===== src/design/bsud_pkg.sv =====
// Types and constants shared by the decoder modules.
`timescale 1ns / 1ps
`default_nettype none

package bsud_pkg;

  // Encoding codes as they appear on the result port.
  localparam logic [2:0] ENC_NONE    = 3'd0;
  localparam logic [2:0] ENC_UTF8    = 3'd1;
  localparam logic [2:0] ENC_UTF16BE = 3'd2;
  localparam logic [2:0] ENC_UTF16LE = 3'd3;
  localparam logic [2:0] ENC_UTF32BE = 3'd4;
  localparam logic [2:0] ENC_UTF32LE = 3'd5;

  typedef enum logic [1:0] {
    KIND_CP    = 2'd0,
    KIND_ENC   = 2'd1,
    KIND_TRUNC = 2'd2,
    KIND_END   = 2'd3
  } kind_e;

  typedef enum logic {
    OP_BYTE   = 1'b0,
    OP_DETECT = 1'b1
  } op_e;

  // One queued operation from the front end to the back end.
  typedef struct packed {
    op_e        op;
    logic       fin;
    logic [2:0] enc;
    logic [1:0] rep_n;
    logic [7:0] b0;
    logic [7:0] b1;
  } op_t;

  typedef struct packed {
    logic full;
    logic avail;
  } q_stat_t;

  typedef struct packed {
    kind_e       kind;
    logic [31:0] cp;
    logic [2:0]  enc;
  } res_t;

endpackage

`default_nettype wire


===== src/design/bsud_front.sv =====
// Front end: takes input bytes, sniffs the byte order mark and queues operations.
`timescale 1ns / 1ps
`default_nettype none

module bsud_front import bsud_pkg::*; (
  input  wire logic    clk_i,
  input  wire logic    rst_ni,
  input  wire logic    in_valid_i,
  output logic         in_ready_o,
  input  wire logic [7:0] byte_in_i,
  input  wire logic    end_of_text_i,
  input  wire q_stat_t stat_i,
  output logic         push_o,
  output op_t          push_op_o
);

  localparam logic [1:0] PH_DETECT  = 2'd0;
  localparam logic [1:0] PH_DECODE  = 2'd1;
  localparam logic [1:0] PH_DISCARD = 2'd2;

  localparam logic [1:0] PR_NO   = 2'd0;
  localparam logic [1:0] PR_YES  = 2'd1;
  localparam logic [1:0] PR_WAIT = 2'd2;

  typedef struct packed {
    logic       done;
    logic [2:0] enc;
    logic [2:0] used;
  } dcs_t;

  // Compare lookahead byte i with v; a byte not yet seen is unknown, or a
  // mismatch once the stream has ended.
  function automatic logic [1:0] probe(input logic [31:0] la, input logic [2:0] cnt,
                                       input logic [1:0] i, input logic [7:0] v,
                                       input logic fin);
    if ({1'b0, i} < cnt) begin
      return (la[8*i +: 8] == v) ? PR_YES : PR_NO;
    end
    return fin ? PR_NO : PR_WAIT;
  endfunction

  function automatic dcs_t decide(input logic [31:0] la, input logic [2:0] cnt,
                                  input logic fin);
    dcs_t       r;
    logic [1:0] t;
    r.done = 1'b1;
    r.enc  = ENC_NONE;
    r.used = 3'd0;
    if (probe(la, cnt, 2'd0, 8'hFF, fin) == PR_YES) begin
      t = probe(la, cnt, 2'd1, 8'hFE, fin);
      if (t == PR_WAIT) begin
        r.done = 1'b0;
      end else if (t == PR_YES) begin
        t = probe(la, cnt, 2'd2, 8'h00, fin);
        if (t == PR_WAIT) begin
          r.done = 1'b0;
        end else if (t == PR_YES) begin
          t = probe(la, cnt, 2'd3, 8'h00, fin);
          if (t == PR_WAIT) begin
            r.done = 1'b0;
          end else if (t == PR_YES) begin
            r.enc  = ENC_UTF32LE;
            r.used = 3'd4;
          end else begin
            r.enc  = ENC_UTF16LE;
            r.used = 3'd2;
          end
        end else begin
          r.enc  = ENC_UTF16LE;
          r.used = 3'd2;
        end
      end
    end else if (probe(la, cnt, 2'd0, 8'hFE, fin) == PR_YES) begin
      t = probe(la, cnt, 2'd1, 8'hFF, fin);
      if (t == PR_WAIT) begin
        r.done = 1'b0;
      end else if (t == PR_YES) begin
        r.enc  = ENC_UTF16BE;
        r.used = 3'd2;
      end
    end else if (probe(la, cnt, 2'd0, 8'h00, fin) == PR_YES) begin
      t = probe(la, cnt, 2'd1, 8'h00, fin);
      if (t == PR_WAIT) begin
        r.done = 1'b0;
      end else if (t == PR_YES) begin
        t = probe(la, cnt, 2'd2, 8'hFE, fin);
        if (t == PR_WAIT) begin
          r.done = 1'b0;
        end else if (t == PR_YES) begin
          t = probe(la, cnt, 2'd3, 8'hFF, fin);
          if (t == PR_WAIT) begin
            r.done = 1'b0;
          end else if (t == PR_YES) begin
            r.enc  = ENC_UTF32BE;
            r.used = 3'd4;
          end
        end
      end
    end else if (probe(la, cnt, 2'd0, 8'hEF, fin) == PR_YES) begin
      t = probe(la, cnt, 2'd1, 8'hBB, fin);
      if (t == PR_WAIT) begin
        r.done = 1'b0;
      end else if (t == PR_YES) begin
        t = probe(la, cnt, 2'd2, 8'hBF, fin);
        if (t == PR_WAIT) begin
          r.done = 1'b0;
        end else if (t == PR_YES) begin
          r.enc  = ENC_UTF8;
          r.used = 3'd3;
        end
      end
    end
    return r;
  endfunction

  logic [31:0] la_q, la_d, la_new, rep_sh;
  logic [2:0]  cnt_q, cnt_d, cnt_new;
  logic [1:0]  phase_q, phase_d;
  logic [1:0]  slot;
  logic        accept;
  dcs_t        dcs;

  assign in_ready_o = !stat_i.full;
  assign accept     = in_valid_i && !stat_i.full;

  always_comb begin
    slot    = cnt_q[1:0];
    la_new  = la_q | ({24'd0, byte_in_i} << {slot, 3'b000});
    cnt_new = {1'b0, slot} + 3'd1;
    dcs     = decide(la_new, cnt_new, end_of_text_i);
    rep_sh  = la_new >> {dcs.used, 3'b000};

    push_o          = 1'b0;
    push_op_o.op    = OP_BYTE;
    push_op_o.fin   = end_of_text_i;
    push_op_o.enc   = dcs.enc;
    push_op_o.rep_n = 2'd0;
    push_op_o.b0    = byte_in_i;
    push_op_o.b1    = 8'd0;

    la_d    = la_q;
    cnt_d   = cnt_q;
    phase_d = phase_q;

    if (accept) begin
      case (phase_q)
        PH_DETECT: begin
          if (dcs.done) begin
            push_o       = 1'b1;
            push_op_o.op = OP_DETECT;
            push_op_o.b0 = rep_sh[7:0];
            push_op_o.b1 = rep_sh[15:8];
            if (dcs.enc != ENC_NONE && cnt_new > dcs.used) begin
              push_op_o.rep_n = 2'(cnt_new - dcs.used);
            end
            la_d  = '0;
            cnt_d = '0;
            if (end_of_text_i) begin
              phase_d = PH_DETECT;
            end else if (dcs.enc == ENC_NONE) begin
              phase_d = PH_DISCARD;
            end else begin
              phase_d = PH_DECODE;
            end
          end else begin
            la_d  = la_new;
            cnt_d = cnt_new;
          end
        end
        PH_DECODE: begin
          push_o = 1'b1;
          if (end_of_text_i) begin
            phase_d = PH_DETECT;
          end
        end
        PH_DISCARD: begin
          if (end_of_text_i) begin
            push_o  = 1'b1;
            phase_d = PH_DETECT;
          end
        end
        default: begin
          phase_d = PH_DETECT;
        end
      endcase
    end
  end

  always_ff @(posedge clk_i or negedge rst_ni) begin
    if (!rst_ni) begin
      la_q    <= '0;
      cnt_q   <= '0;
      phase_q <= PH_DETECT;
    end else begin
      la_q    <= la_d;
      cnt_q   <= cnt_d;
      phase_q <= phase_d;
    end
  end

endmodule

`default_nettype wire


===== src/design/bsud_queue.sv =====
// Small operation queue between the front end and the back end.
`timescale 1ns / 1ps
`default_nettype none

module bsud_queue import bsud_pkg::*; #(
  parameter int Depth = 4
) (
  input  wire logic clk_i,
  input  wire logic rst_ni,
  input  wire logic push_i,
  input  wire op_t  push_op_i,
  input  wire logic pop_i,
  output op_t       head_o,
  output q_stat_t   stat_o
);

  localparam int AW = $clog2(Depth);
  localparam int CW = $clog2(Depth + 1);

  op_t           mem_q [Depth];
  logic [AW-1:0] wr_q, rd_q;
  logic [CW-1:0] cnt_q;

  assign head_o       = mem_q[rd_q];
  assign stat_o.full  = (cnt_q == CW'(Depth));
  assign stat_o.avail = (cnt_q != '0);

  always_ff @(posedge clk_i) begin
    if (push_i) begin
      mem_q[wr_q] <= push_op_i;
    end
  end

  always_ff @(posedge clk_i or negedge rst_ni) begin
    if (!rst_ni) begin
      wr_q  <= '0;
      rd_q  <= '0;
      cnt_q <= '0;
    end else begin
      if (push_i) begin
        wr_q <= (wr_q == AW'(Depth - 1)) ? '0 : wr_q + 1'b1;
      end
      if (pop_i) begin
        rd_q <= (rd_q == AW'(Depth - 1)) ? '0 : rd_q + 1'b1;
      end
      cnt_q <= cnt_q + CW'(push_i) - CW'(pop_i);
    end
  end

endmodule

`default_nettype wire


===== src/design/bsud_back.sv =====
// Back end: decodes queued operations and sends results through an output register.
`timescale 1ns / 1ps
`default_nettype none

module bsud_back import bsud_pkg::*; (
  input  wire logic    clk_i,
  input  wire logic    rst_ni,
  input  wire op_t     head_i,
  input  wire q_stat_t stat_i,
  output logic         pop_o,
  input  wire logic    out_ready_i,
  output logic         out_valid_o,
  output res_t         res_o,
  output logic         last_o
);

  typedef struct packed {
    logic [31:0] acc;
    logic [2:0]  pend;
    logic        emit;
    logic [31:0] cp;
  } dec_t;

  // One byte through the decoder for the selected encoding.
  function automatic dec_t dec_step(input logic [2:0] enc, input logic [31:0] acc,
                                    input logic [2:0] pend, input logic [7:0] b);
    dec_t r;
    r.acc  = acc;
    r.pend = pend;
    r.emit = 1'b0;
    r.cp   = 32'd0;
    case (enc)
      ENC_UTF8: begin
        if (pend == 3'd0) begin
          if (b inside {[8'hFC:8'hFF]}) begin
            r.acc  = {31'd0, b[0]};
            r.pend = 3'd5;
          end else if (b inside {[8'hF8:8'hFB]}) begin
            r.acc  = {30'd0, b[1:0]};
            r.pend = 3'd4;
          end else if (b inside {[8'hF0:8'hF7]}) begin
            r.acc  = {29'd0, b[2:0]};
            r.pend = 3'd3;
          end else if (b inside {[8'hE0:8'hEF]}) begin
            r.acc  = {28'd0, b[3:0]};
            r.pend = 3'd2;
          end else if (b inside {[8'hC0:8'hDF]}) begin
            r.acc  = {27'd0, b[4:0]};
            r.pend = 3'd1;
          end else begin
            r.emit = 1'b1;
            r.cp   = {24'd0, b};
          end
        end else begin
          r.acc  = {acc[25:0], b[5:0]};
          r.pend = pend - 3'd1;
          if (r.pend == 3'd0) begin
            r.emit = 1'b1;
            r.cp   = r.acc;
            r.acc  = 32'd0;
          end
        end
      end
      ENC_UTF16BE: begin
        r.acc  = {16'd0, acc[7:0], b};
        r.pend = pend + 3'd1;
        if (r.pend == 3'd2) begin
          r.emit = 1'b1;
          r.cp   = r.acc;
          r.acc  = 32'd0;
          r.pend = 3'd0;
        end
      end
      ENC_UTF16LE: begin
        r.acc  = acc | ({24'd0, b} << {pend[0], 3'b000});
        r.pend = pend + 3'd1;
        if (r.pend == 3'd2) begin
          r.emit = 1'b1;
          r.cp   = r.acc;
          r.acc  = 32'd0;
          r.pend = 3'd0;
        end
      end
      ENC_UTF32BE: begin
        r.acc  = {acc[23:0], b};
        r.pend = pend + 3'd1;
        if (r.pend == 3'd4) begin
          r.emit = 1'b1;
          r.cp   = r.acc;
          r.acc  = 32'd0;
          r.pend = 3'd0;
        end
      end
      ENC_UTF32LE: begin
        r.acc  = acc | ({24'd0, b} << {pend[1:0], 3'b000});
        r.pend = pend + 3'd1;
        if (r.pend == 3'd4) begin
          r.emit = 1'b1;
          r.cp   = r.acc;
          r.acc  = 32'd0;
          r.pend = 3'd0;
        end
      end
      default: begin
      end
    endcase
    return r;
  endfunction

  logic [2:0]  enc_q, enc_d, st_enc;
  logic [31:0] acc_q, acc_d, st_acc;
  logic [2:0]  pend_q, pend_d, st_pend;
  logic [1:0]  idx_q, idx_d, n;
  logic        out_valid_q, out_valid_d;
  res_t        res_q;
  logic        last_q;
  dec_t        d_rep0, d_rep1, d_byte;
  res_t        res [3];
  res_t        res_sel;
  logic        can_load, load, res_last, done;

  assign d_rep0 = dec_step(head_i.enc, 32'd0, 3'd0, head_i.b0);
  assign d_rep1 = dec_step(head_i.enc, d_rep0.acc, d_rep0.pend, head_i.b1);
  assign d_byte = dec_step(enc_q, acc_q, pend_q, head_i.b0);

  // Result list of the operation at the head of the queue.
  always_comb begin
    res[0]  = '0;
    res[1]  = '0;
    res[2]  = '0;
    n       = 2'd0;
    st_enc  = enc_q;
    st_acc  = acc_q;
    st_pend = pend_q;
    if (head_i.op == OP_DETECT) begin
      res[0]  = '{kind: KIND_ENC, cp: 32'd0, enc: head_i.enc};
      n       = 2'd1;
      st_enc  = head_i.enc;
      st_acc  = 32'd0;
      st_pend = 3'd0;
      if (head_i.rep_n != 2'd0) begin
        st_acc  = d_rep0.acc;
        st_pend = d_rep0.pend;
        if (d_rep0.emit) begin
          res[n] = '{kind: KIND_CP, cp: d_rep0.cp, enc: head_i.enc};
          n      = n + 2'd1;
        end
      end
      if (head_i.rep_n == 2'd2) begin
        st_acc  = d_rep1.acc;
        st_pend = d_rep1.pend;
        if (d_rep1.emit) begin
          res[n] = '{kind: KIND_CP, cp: d_rep1.cp, enc: head_i.enc};
          n      = n + 2'd1;
        end
      end
    end else begin
      st_acc  = d_byte.acc;
      st_pend = d_byte.pend;
      if (d_byte.emit) begin
        res[n] = '{kind: KIND_CP, cp: d_byte.cp, enc: enc_q};
        n      = n + 2'd1;
      end
    end
    if (head_i.fin) begin
      if (st_enc == ENC_UTF8 && st_pend != 3'd0) begin
        res[n] = '{kind: KIND_TRUNC, cp: 32'd0, enc: st_enc};
        n      = n + 2'd1;
      end
      res[n] = '{kind: KIND_END, cp: 32'd0, enc: st_enc};
      n      = n + 2'd1;
    end
  end

  // Unstalled, results go one per cycle; ops retire with their last result, if any.
  always_comb begin
    can_load    = !out_valid_q || out_ready_i;
    load        = stat_i.avail && can_load;
    res_sel     = res[idx_q];
    res_last    = (idx_q == n - 2'd1);
    done        = load && (n == 2'd0 || res_last);
    pop_o       = done;
    out_valid_d = can_load ? (stat_i.avail && n != 2'd0) : out_valid_q;

    idx_d = idx_q;
    if (load && n != 2'd0) begin
      idx_d = res_last ? 2'd0 : idx_q + 2'd1;
    end

    enc_d  = enc_q;
    acc_d  = acc_q;
    pend_d = pend_q;
    if (done) begin
      if (head_i.fin) begin
        enc_d  = ENC_NONE;
        acc_d  = 32'd0;
        pend_d = 3'd0;
      end else begin
        enc_d  = st_enc;
        acc_d  = st_acc;
        pend_d = st_pend;
      end
    end
  end

  always_ff @(posedge clk_i or negedge rst_ni) begin
    if (!rst_ni) begin
      enc_q       <= ENC_NONE;
      acc_q       <= '0;
      pend_q      <= '0;
      idx_q       <= '0;
      out_valid_q <= 1'b0;
    end else begin
      enc_q       <= enc_d;
      acc_q       <= acc_d;
      pend_q      <= pend_d;
      idx_q       <= idx_d;
      out_valid_q <= out_valid_d;
    end
  end

  always_ff @(posedge clk_i) begin
    if (load && n != 2'd0) begin
      res_q  <= res_sel;
      last_q <= res_last;
    end
  end

  assign out_valid_o = out_valid_q;
  assign res_o       = res_q;
  assign last_o      = last_q;

endmodule

`default_nettype wire


===== src/design/bom_sniffing_unicode_decoder_unit.sv =====
// Top level of the byte-order-mark sniffing text decoder.
//
// This block takes a text stream one byte per transaction, with end_of_text_i
// flagging the final byte, and returns result transactions: an encoding
// report once the byte order mark is recognized (UTF-32 LE/BE, UTF-16 LE/BE,
// UTF-8 or none), then decoded code points, a truncated-sequence error for a
// UTF-8 sequence cut off by the end, and an end-of-text result after the
// final byte. last_o marks the final result caused by one input byte. UTF-8
// is decoded in the legacy form of up to six bytes without checking
// continuation bytes; UTF-16 surrogates pass through uncombined; a partial
// UTF-16 or UTF-32 unit at the end is dropped; a stream without a mark only
// reports encoding none and its end. The front end holds up to four bytes of
// lookahead while the mark is undecided and writes at most one operation
// per byte into a queue of QDepth entries (2 to 16); the back end decodes
// operations and drives a registered output. Unstalled, input takes one byte
// per clock. The output carries one result per clock while out_ready_i is
// high, so a byte that causes k results holds the back end until all k have
// left and a byte in the middle of a code point still passes through the
// back end; the queue absorbs such bursts and the input stalls only when it
// is full. Bytes still inside an undecided mark and bytes of a stream
// without a mark (except its final byte) never enter the queue. When the
// queue is empty and the output is free, the first result of a byte passes
// through the queue and then the output register before it is presented.
`timescale 1ns / 1ps
`default_nettype none

module bom_sniffing_unicode_decoder_unit import bsud_pkg::*; #(
  parameter int QDepth = 4
) (
  input  wire logic        clk_i,
  input  wire logic        rst_ni,
  input  wire logic        in_valid_i,
  output logic             in_ready_o,
  input  wire logic [7:0]  byte_in_i,
  input  wire logic        end_of_text_i,
  output logic             out_valid_o,
  input  wire logic        out_ready_i,
  output logic [1:0]       kind_o,
  output logic [31:0]      code_point_o,
  output logic [2:0]       encoding_o,
  output logic             last_o
);

  q_stat_t q_stat;
  op_t     push_op;
  op_t     head_op;
  logic    push;
  logic    pop;
  res_t    res;

  // Mark detection and operation generation.
  bsud_front u_front (
    .clk_i         (clk_i),
    .rst_ni        (rst_ni),
    .in_valid_i    (in_valid_i),
    .in_ready_o    (in_ready_o),
    .byte_in_i     (byte_in_i),
    .end_of_text_i (end_of_text_i),
    .stat_i        (q_stat),
    .push_o        (push),
    .push_op_o     (push_op)
  );

  // Decouples the two halves so either side can stall on its own.
  bsud_queue #(
    .Depth (QDepth)
  ) u_queue (
    .clk_i     (clk_i),
    .rst_ni    (rst_ni),
    .push_i    (push),
    .push_op_i (push_op),
    .pop_i     (pop),
    .head_o    (head_op),
    .stat_o    (q_stat)
  );

  // Decoding and result sequencing into the output register.
  bsud_back u_back (
    .clk_i       (clk_i),
    .rst_ni      (rst_ni),
    .head_i      (head_op),
    .stat_i      (q_stat),
    .pop_o       (pop),
    .out_ready_i (out_ready_i),
    .out_valid_o (out_valid_o),
    .res_o       (res),
    .last_o      (last_o)
  );

  assign kind_o       = res.kind;
  assign code_point_o = res.cp;
  assign encoding_o   = res.enc;

endmodule

`default_nettype wire


===== config.mk =====
export PLATFORM = sky130hd
export DESIGN_NAME = bom_sniffing_unicode_decoder_unit
export DESIGN_NICKNAME = d
export VERILOG_FILES = /design/src/design/bsud_pkg.sv /design/src/design/bsud_front.sv /design/src/design/bsud_queue.sv /design/src/design/bsud_back.sv /design/src/design/bom_sniffing_unicode_decoder_unit.sv
export SDC_FILE = /design/constraint.sdc
export NUM_CORES = 1
export LEC_CHECK = 0
export ABC_AREA = 1
export ABC_CLOCK_PERIOD_IN_PS = 17100
export BUFFER_PORTS_ARGS = -buffer_cell sky130_fd_sc_hd__buf_2
export CORE_MARGIN = 1.5
export CORE_UTILIZATION = 50
export CTS_BUF_LIST = sky130_fd_sc_hd__clkbuf_8
export CTS_CLUSTER_SIZE = 14
export DETAILED_ROUTE_END_ITERATION = 8
export PLACE_DENSITY = 0.66
export SLEW_MARGIN = 20
export SYNTH_ARGS = -nofsm -noshare
export SYNTH_HDL_FRONTEND = slang
export SYNTH_HIERARCHICAL = 1
export SYNTH_SLANG_ARGS = --single-unit

===== constraint.sdc =====
create_clock -name clk_i -period 17.1 [get_ports clk_i]
set_input_delay 1.71 -clock clk_i [delete_from_list [all_inputs] [get_ports clk_i]]
set_output_delay 1.71 -clock clk_i [all_outputs]
set_load 0.005 [all_outputs]

Yosys cells after proc, flatten, opt, wreduce, memory -nomap -nowiden
Memory sizes are Yosys's and may differ from the RTL's.
Cells that the tools add are included.
Storage, ports and cells
  bits of input ports: 13
  bits in latches: 0
  memory bits (writable): 92
  word-level logic and storage cells: 448
  register bits: 122
  output and inout port bits: 40
  bits in read-only memories: 0
  memories kept: 1
Memory list
  u_queue.mem_q: depth 4, width 23, rd ports 1, clocked after Yosys merged registers in 0, write ports 1, RTL line bsud_queue.sv:20  | op_t mem_q [Depth];
Operators by class
  order comparisons: 32
  muxes and demuxes: 268
  bitwise gates (word level): 9
  divide/modulo/power cells: 0
  reduce and logical (&&, ||, !) cells: 46
  multiply operators: 0
  equal/unequal tests: 56
  shift-type cells: 6
  add/subtract/negate cells: 15
Operators with widths (count)
  $pmux W68 S5: 2
  $mux W35: 16
  $mux W111: 5
  $mux W68: 8
  $mux W33: 13
  $bwmux W111: 3
  $mux W37: 8
  $mux W32: 7
  $demux W37 S2: 3
  $mux W2: 87
  $or A32 B32 Y32: 5
  $mux W52: 2
  $shl A8 B5 Y32: 3
  $ge A8 B8 Y1 const B: 10
  $le A8 B8 Y1 const B: 10
  $mux W1: 77
  $bmux W37 S2: 1
  $mux W74: 1
  $eq A8 B8 Y1 const B: 9
  $pmux W35 S2: 1
  $mux W6: 11
  $shl A8 B4 Y32: 2
  $mux W7: 8
  $mux W18: 3
  42 further kinds: 137

Depth between registers and ports, before layout
Gate-level depths: netlist of run 1.
  depth after elaboration: 68
  mapped depth: 45
  gate-level depth less buffers: 42

Cells and area by module
Netlist of run 1, hierarchy kept.
By module, submodules not included
  bsud_back: sequential area each 2167.1 um^2, area each 8333.0 um^2, cells each 1299, instances 1
  bsud_queue: sequential area each 2937.8 um^2, area each 4297.9 um^2, cells each 410, instances 1
  bsud_front: sequential area each 900.9 um^2, area each 3602.2 um^2, cells each 536, instances 1

Worst setup path after synthesis of run 1
No wires, ideal clock.
  path type: register -> register
  from: reg u_queue.rd_q[0]
  to: reg u_queue.cnt_q[2]
  buffers on the path: 4
  clock period less this slack: 5.934 ns
  data arrival time: 5.869 ns
  path slack: 11.166 ns
  stages on the path, launching flop included: 45
  required time: 17.035 ns
  library setup time: 0.065 ns
  path through: dfrtp_1 -> buf_4 -> buf_4 -> nand2_1 -> nand3_1 -> nand2_1 -> inv_1 -> nand2_1 -> nand2_2 -> a21oi_1 -> nand2_1 -> nand2_1 -> buf_1 -> ha_1 -> inv_1 -> nand4_1 -> nand3_1 -> nand2_2 -> [9 not listed] -> nand2_2 -> ha_1 -> nand2_1 -> o21ai_0 -> ha_1 -> xor2_1 -> nand3_4 -> nand2_4 -> nand2_2 -> buf_6 -> inv_1 -> ha_1 -> inv_1 -> ha_1 -> fa_1 -> inv_1 -> nand3_1 -> nand2_1
RTL lines
  from (decl): RTL line bsud_queue.sv:21  | logic [AW-1:0] wr_q, rd_q;
  from (signal assigned): RTL line bsud_queue.sv:44  | rd_q <= (rd_q == AW'(Depth - 1)) ? '0 : rd_q + 1'b1;
  to (signal assigned): RTL line bsud_queue.sv:46  | cnt_q <= cnt_q + CW'(push_i) - CW'(pop_i);
  to (decl): RTL line bsud_queue.sv:22  | logic [CW-1:0] cnt_q;

==> flow_metrics.py, run 1 <==
metrics = {
    "die": {
        "die_y_um": 183,
        "die_w_um": 183,
        "die-area_um2": 33600,
        "fp-row-count": 65,
        "start_util_pct": 51.2,
        "ios": 53,
        "core_area_um2": 31700,
    },
    "logic_synthesis": {
        "synth.most_common_cell": "nand2_1",
        "synth_top_area_cell": "edfxtp_1",
        "synth_enable_flop_cells": 130,
        "synthCells": 2245,
        "synth_area_um2": 16200,
        "synth_commonest_cells": "nand2_1 (576), inv_1 (309), nand3_1 (170)",
        "yosys.area.top_type_share_pct": 24.0,
        "synth_cell_type_count": 61,
        "synthFlopType": "edfxtp_1",
        "synth.area.top_cells": "edfxtp_1 (24%), nand2_1 (13%), dfrtp_1 (13%), inv_1 (7.1%), nand3_1 (5.2%)",
        "yosysSeqAreaShare_pct": 37.0,
        "synth-async-reset-ratio_pct": 39.3,
        "ys_warn_count": 6,
        "synth-seq-cells": 214,
        "syn_area_per_cell_um2": 7.23,
        "syn_nets": 2297,
    },
    "critical_path": {
        "cp_max_fo": 49,
        "setup.worst_path.start_class": "flip-flop",
        "crit_type": "reg -> reg",
        "cpPeakStageDelay_ns": 0.45,
        "crit_path_end_kind": "flip-flop",
        "cp_slowest_cell": "inv_2",
        "r2r_start": "u_queue/rd_q[0]$_DFFE_PN0P_",
        "arrival_ns": 8.57,
        "critPathRequiredTime_ns": 17.62,
        "worstSetupStartpoint": "u_queue/rd_q[0]$_DFFE_PN0P_",
        "crit_top_cell": "nand2_1",
    },
    "global_route": {
        "grt.busiest_layer": "met2",
        "overflow": 0,
        "grt_pass1_wl_um": 87700,
        "met3_usage_pct": 4.39,
        "grtUsageMet2_pct": 55.1,
        "antenna_found_initial": 0,
        "grt_usage_pct": 34.1,
        "grt_pass1_vias": 15278,
        "grt_max_degree": 61,
        "grtUsageMet1_pct": 43.4,
    },
    "placement": {
        "hpwl_um": 41100,
        "dp_cells": 2613,
        "gp_congestion": 1.04,
        "port_buffers": 52,
    },
    "detailed_routing": {
        "viasPerCell": 6.05,
        "wl_per_cell_um": 21.3,
        "vias": 16231,
        "first_iter_violations": 1854,
        "route.detailed.drc": 0,
        "antenna_left": 0,
        "routed_wl_um": 57300,
        "first_pass_iters": 5,
    },
    "final_layout": {
        "post-route-util_pct": 54.5,
        "antennaDiodeCount": 0,
        "area_growth_pct": 6.47,
        "num-fill-cells": 3058,
        "layout-drive-gt1-share_pct": 10.8,
        "stdcell_count": 2683,
        "num-nets-final": 2303,
    },
    "clock_network": {
        "cts-root-buf": "clkbuf_8",
        "clock_latency_ns": 0.58,
        "cts.repair.resized": 0,
        "post-cts-setup-buffers": 0,
        "cts_tree": "built",
        "ctsHoldBuffers": 0,
        "path_clk_slew_ns": 0.06,
        "htreeDepth": 2,
        "cts_inserted_buffers": 38,
        "cts.sinks": 214,
        "cts_buffer_depth": 3,
    },
    "timing": {
        "fin_crit_sh_pct": 47.1,
        "tightest_slew_ns": 1.13,
        "hold_viol": 0,
        "setup_tns_ns": 0,
        "period_needed_ns": 8.05,
        "clock_skew_ns": 0.0316,
        "slew_headroom_pct": 24.0,
        "setup_violations": 0,
        "max_freq_mhz": 124,
        "rsz0062_at_grt": "false",
        "slew_viol_final": 0,
    },
    "pwr": {
        "power_density_nw_per_um2": 195,
        "totalPowerFinal_w": 0.00337,
        "vdd_drop_max_uv": 217,
        "leakage_nw": 7.58,
    },
    "min_path": {
        "hold_class": "reg -> reg",
        "hold_path.startpoint": "u_back/acc_q[27]$_DFFE_PN0P_",
    },
    "run": {
        "cap_violations": 0,
    },
    "outcome": {
        "status": "finished, final reports clean",
    },
}
## worst max-delay path, delay by kind of cell, from the launching register on
family	cells	cell delay, ns
simple gates	21	2.88
xor+xnor	1	0.23
fa+ha+maj	8	2.23
buf+inv	8	1.72
flops	1	0.33
compound gates	3	0.53
## layout by cell type (no fill, tap or decap), types with 21 or more instances in the layout
cell type / netlist / routed
nor4_1: 32 / 32
dfrtp_1: 84 / 84
buf_2: 17 / 51
nand4_1: 45 / 45
a21oi_1: 121 / 121
inv_1: 309 / 322
nor3_1: 33 / 33
edfxtp_1: 130 / 130
o22ai_1: 60 / 60
o21ai_0: 104 / 104
nor2_4: 23 / 23
nand2_1: 576 / 576
buf_4: 6 / 22
nand2_2: 29 / 29
o211ai_1: 24 / 24
nor2_1: 169 / 169
nand3_2: 21 / 21
ha_1: 38 / 38
clkbuf_8: 0 / 40
nand3_1: 170 / 170
## path summary, 6_finish.rpt
path,end,slack (ns),depth (start not counted)
max,u_queue/cnt_q[2]$_DFF_PN0_,9.05,41
min,u_back/acc_q[27]$_DFFE_PN0P_,0.47,2
max reg2reg,u_queue/cnt_q[2]$_DFF_PN0_,9.05,41
min reg2reg,u_back/acc_q[27]$_DFFE_PN0P_,0.47,2
max in group asynchronous,u_queue/rd_q[1]$_DFFE_PN0P_,14.86,2
min in group asynchronous,u_back/acc_q[25]$_DFFE_PN0P_,1.05,1
## flip-flops by register name (all words and copies together) (netlist names)
name / flops
u_queue/rd_q: 2
u_queue/cnt_q: 3
u_queue/mem_q: 92
u_back/res_o: 37
u_back/pend_q: 3
u_back/enc_q: 3
u_front/la_q: 32
u_back/out_valid_o: 1
u_queue/wr_q: 2
u_back/last_o: 1
u_front/phase_q: 2
u_back/idx_q: 2
u_front/cnt_q: 2
u_back/acc_q: 32
## metal layers
| metal | share of wire [%] | wire (um) |
|---|---|---|
| met4 | 6.5 | 3750 |
| met3 | 7.3 | 4150 |
| met2 | 46 | 26300 |
| met5 | 0 | 0 |
| met1 | 40 | 23000 |
## where the power goes
part | total [W] | internal [W] | switching [W]
sequential | 0.000777 | 0.000717 | 0.0000599
clock | 0.000466 | 0.000248 | 0.000218
combinational | 0.00213 | 0.000483 | 0.00164
## area by class of cell
cell class | instances | area [um^2] | share of cell area (%)
multi-input cells | 1597 | 8370 | 48.4
inverters | 327 | 1250 | 7.22
clock inverters | 30 | 183 | 1.06
well taps | 402 | 503 | 2.91
repair buffers | 73 | 420 | 2.43
flip-flops and latches | 214 | 6010 | 34.7
clock buffers | 40 | 551 | 3.19
## kinds of logic after synthesis
logic type	share of synthesized area (%)
AOI/OAI and AO/OA	15.8
xor gates and xnor gates	0.108
buffers and inverters	11.5
DFF	37.0
and+or+nand+nor	32.6
adders and majority gates	3.05
## per-stage QoR
step                      worst slack, ns  hold WS [ns]  cell area (um^2)
after floorplan                     11.17         0.442             16200
after global placement               9.37         0.457             16500
after detailed placement             9.17         0.460             16500
after CTS                            9.11         0.475             17300
after global routing                 8.36         0.513             17300
final                                9.05         0.472             17300
No activity file was read; power rests on OpenSTA's default activity.
==> run 2: changes to the inputs <==
- ABC_CLOCK_PERIOD_IN_PS: 17100 -> 6600
- PLACE_DENSITY: 0.66 -> 0.69
- clock period: 17.1 -> 6.6 ns (I/O delays scaled with it)
==> run 2 against run 1 <==
Global-route usage fell by 0.32 points. Cell area increased by 2.1%. First-iteration DRC count rose by 4.2%. Maximum frequency grew 29%. Setup slack worse by 8.7 ns. Sequential cell count stayed put. Worst hold slack got worse by 0.15 ns. Sequential power rose to 2.6 times the previous value. Via count is 1.4% higher. Core utilization is 1.1 points higher.
==> flow_metrics.py, run 2 (synthesis results as in run 1) <==
metrics = {
    "global_route": {
        "overflow": 0,
        "antenna_found_initial": 0,
        "grt_pass1_vias": 15449,
        "grt_usage_pct": 33.7,
        "grt_max_degree": 68,
        "grt_pass1_wl_um": 87400,
    },
    "final_layout": {
        "final_common_cell": "nand2_1",
        "final_cell_mix": "nand2_1 (570), inv_1 (316), nand3_1 (170), nor2_1 (167), edfxtp_1 (130)",
        "layout-drive-gt1-share_pct": 12.8,
        "area_growth_pct": 8.69,
        "post-route-util_pct": 55.6,
        "num-nets-final": 2336,
        "largest_reg_flops": 92,
        "antennaDiodeCount": 0,
        "num-fill-cells": 3121,
        "largest-register": "u_queue/mem_q",
    },
    "clock_network": {
        "cts.sinks": 214,
        "clock_latency_ns": 0.59,
        "htreeDepth": 2,
        "cts-root-buf": "clkbuf_8",
        "cts_inserted_buffers": 37,
        "path_clk_slew_ns": 0.06,
        "cts_buffer_depth": 3,
        "cts_tree": "built",
    },
    "pwr": {
        "vdd_drop_max_uv": 740,
        "sw_frac_of_total_pct": 56.0,
        "combPwrFrac_pct": 64.9,
        "clock_power_share_pct": 13.0,
        "pwr-share-seq_pct": 22.2,
        "power.net_switching_w": 0.00512,
        "totalPowerFinal_w": 0.00915,
        "leakage_nw": 7.73,
        "internal_power_w": 0.00402,
        "power_density_nw_per_um2": 518,
    },
    "critical_path": {
        "cp_max_fo": 15,
        "critPathRequiredTime_ns": 7.13,
        "cp_slowest_cell": "dfrtp_2",
        "crit_path_end_kind": "flip-flop",
        "cpPeakStageDelay_ns": 0.45,
        "crit_type": "reg -> reg",
        "r2r_start": "u_queue/rd_q[0]$_DFFE_PN0P_",
        "reg2reg_to": "u_queue/cnt_q[2]$_DFF_PN0_",
        "arrival_ns": 6.76,
        "r2r_cells": 41,
        "crit_top_cell": "nand2_1",
        "worst-r2r-setup-slack_ns": 0.36,
        "setup.worst_path.start_class": "flip-flop",
    },
    "detailed_routing": {
        "routed_wl_um": 56400,
        "vias": 16461,
        "first_iter_violations": 1932,
        "wl_per_cell_um": 20.8,
        "first_pass_iters": 6,
        "antenna_left": 0,
        "route.detailed.drc": 0,
        "viasPerCell": 6.06,
    },
    "placement": {
        "hpwl_um": 40700,
        "gp_congestion": 1.07,
        "port_buffers": 52,
    },
    "min_path": {
        "hold_path.startpoint": "out_ready_i",
        "min_to": "u_back/out_valid_o$_DFFE_PN0N_",
        "whs_path_depth": 4,
        "hold_class": "in -> reg",
    },
    "timing": {
        "hold_viol": 0,
        "slew_viol_final": 0,
        "setup_tns_ns": 0,
        "setup_violations": 0,
        "fin_crit_sh_pct": 94.5,
        "tightest_slew_ns": 1.13,
        "slew_headroom_pct": 24.8,
        "clock_skew_ns": 0.0251,
        "max_freq_mhz": 160,
        "period_needed_ns": 6.24,
    },
    "die": {
        "ios": 53,
        "die-area_um2": 33600,
        "core_area_um2": 31700,
        "die_y_um": 183,
        "die_w_um": 183,
        "start_util_pct": 51.2,
        "fp-row-count": 65,
    },
    "outcome": {
        "status": "finished, final reports clean",
    },
    "run": {
        "cap_violations": 0,
    },
}
## run 2: cell types whose count changed in the layout (fill, tap and decap cells not counted), sizes merged
cell         before  now
dlygate4sd3       0    1
clkbuf           40   41
buf              73  106
bufinv            2    1
clkinvlp          1    4
inv             336  331
## run 2: critical path: cells and delay by family (launching register included)
kind,cells,cell delay (ns)
simple gates,23,2.19
fa+ha+maj,7,2.05
buf+inv,8,1.04
flops,1,0.45
compound gates,2,0.28
xor+xnor,1,0.17
## run 2: final cells by class
class	count	area [um^2]	share of cell area, %
Clock buffer	41	564	3.20
Clock inverter	27	153	0.865
Inverter	327	1260	7.15
Multi-Input combinational cell	1597	8460	47.9
Sequential cell	214	6010	34.0
Tap cell	402	503	2.85
Timing Repair Buffer	107	697	3.95
## run 2: worst max path at each step
stage,slack [ns],start,end,cells past startpoint
floorplan,0.67,u_queue/rd_q[0]$_DFFE_PN0P_,u_queue/cnt_q[2]$_DFF_PN0_,44
global placement,0.27,u_queue/rd_q[0]$_DFFE_PN0P_,u_queue/cnt_q[2]$_DFF_PN0_,41
detailed placement,0.11,u_queue/rd_q[0]$_DFFE_PN0P_,u_queue/cnt_q[2]$_DFF_PN0_,41
CTS,0.07,u_queue/rd_q[0]$_DFFE_PN0P_,u_queue/cnt_q[2]$_DFF_PN0_,41
global route,-0.01,u_queue/rd_q[0]$_DFFE_PN0P_,u_queue/cnt_q[2]$_DFF_PN0_,41
finish,0.36,u_queue/rd_q[0]$_DFFE_PN0P_,u_queue/cnt_q[2]$_DFF_PN0_,41
## run 2: power by group through the flow
stage               Combinational, W  Sequential, W  Clock [W]
finish                       0.00593        0.00203    0.00119
global route                 0.00640        0.00206    0.00127
CTS                          0.00550        0.00202    0.00121
detailed placement           0.00548        0.00204          0
global placement             0.00547        0.00204          0
floorplan                    0.00382        0.00200          0
## run 2: per-layer routing
| layer | vias up | GRT usage (%) | wire [um] |
|---|---|---|---|
| met5 | - | 0 | 0 |
| met4 | 0 | 14.5 | 2910 |
| met3 | 208 | 6.57 | 5490 |
| met2 | 923 | 54.8 | 25500 |
| met1 | 7683 | 43.9 | 22500 |
| li1 | 7647 | - | - |
## run 2: repair_timing
| item | 4_1_cts | 5_1_grt |
|---|---|---|
| setup buffers | 0 | 7 |
| setup endpoints to repair | 0 | 35 |
| hold buffers | 1 | 0 |
| gates resized for setup | 0 | 34 |
| hold endpoints to repair | 17 | 0 |
## run 2: stage by stage
stage                     std cells  instance area, um^2  hold WS, ns  setup WS, ns
after detailed placement       2639                16700        0.463         0.109
after CTS                      2708                17500        0.294        0.0745
final                          2715                17600        0.318         0.364
after floorplan                2245                16200        0.364         0.666
after global placement         2639                16700        0.457         0.269
after global routing           2715                17600        0.329       -0.0106
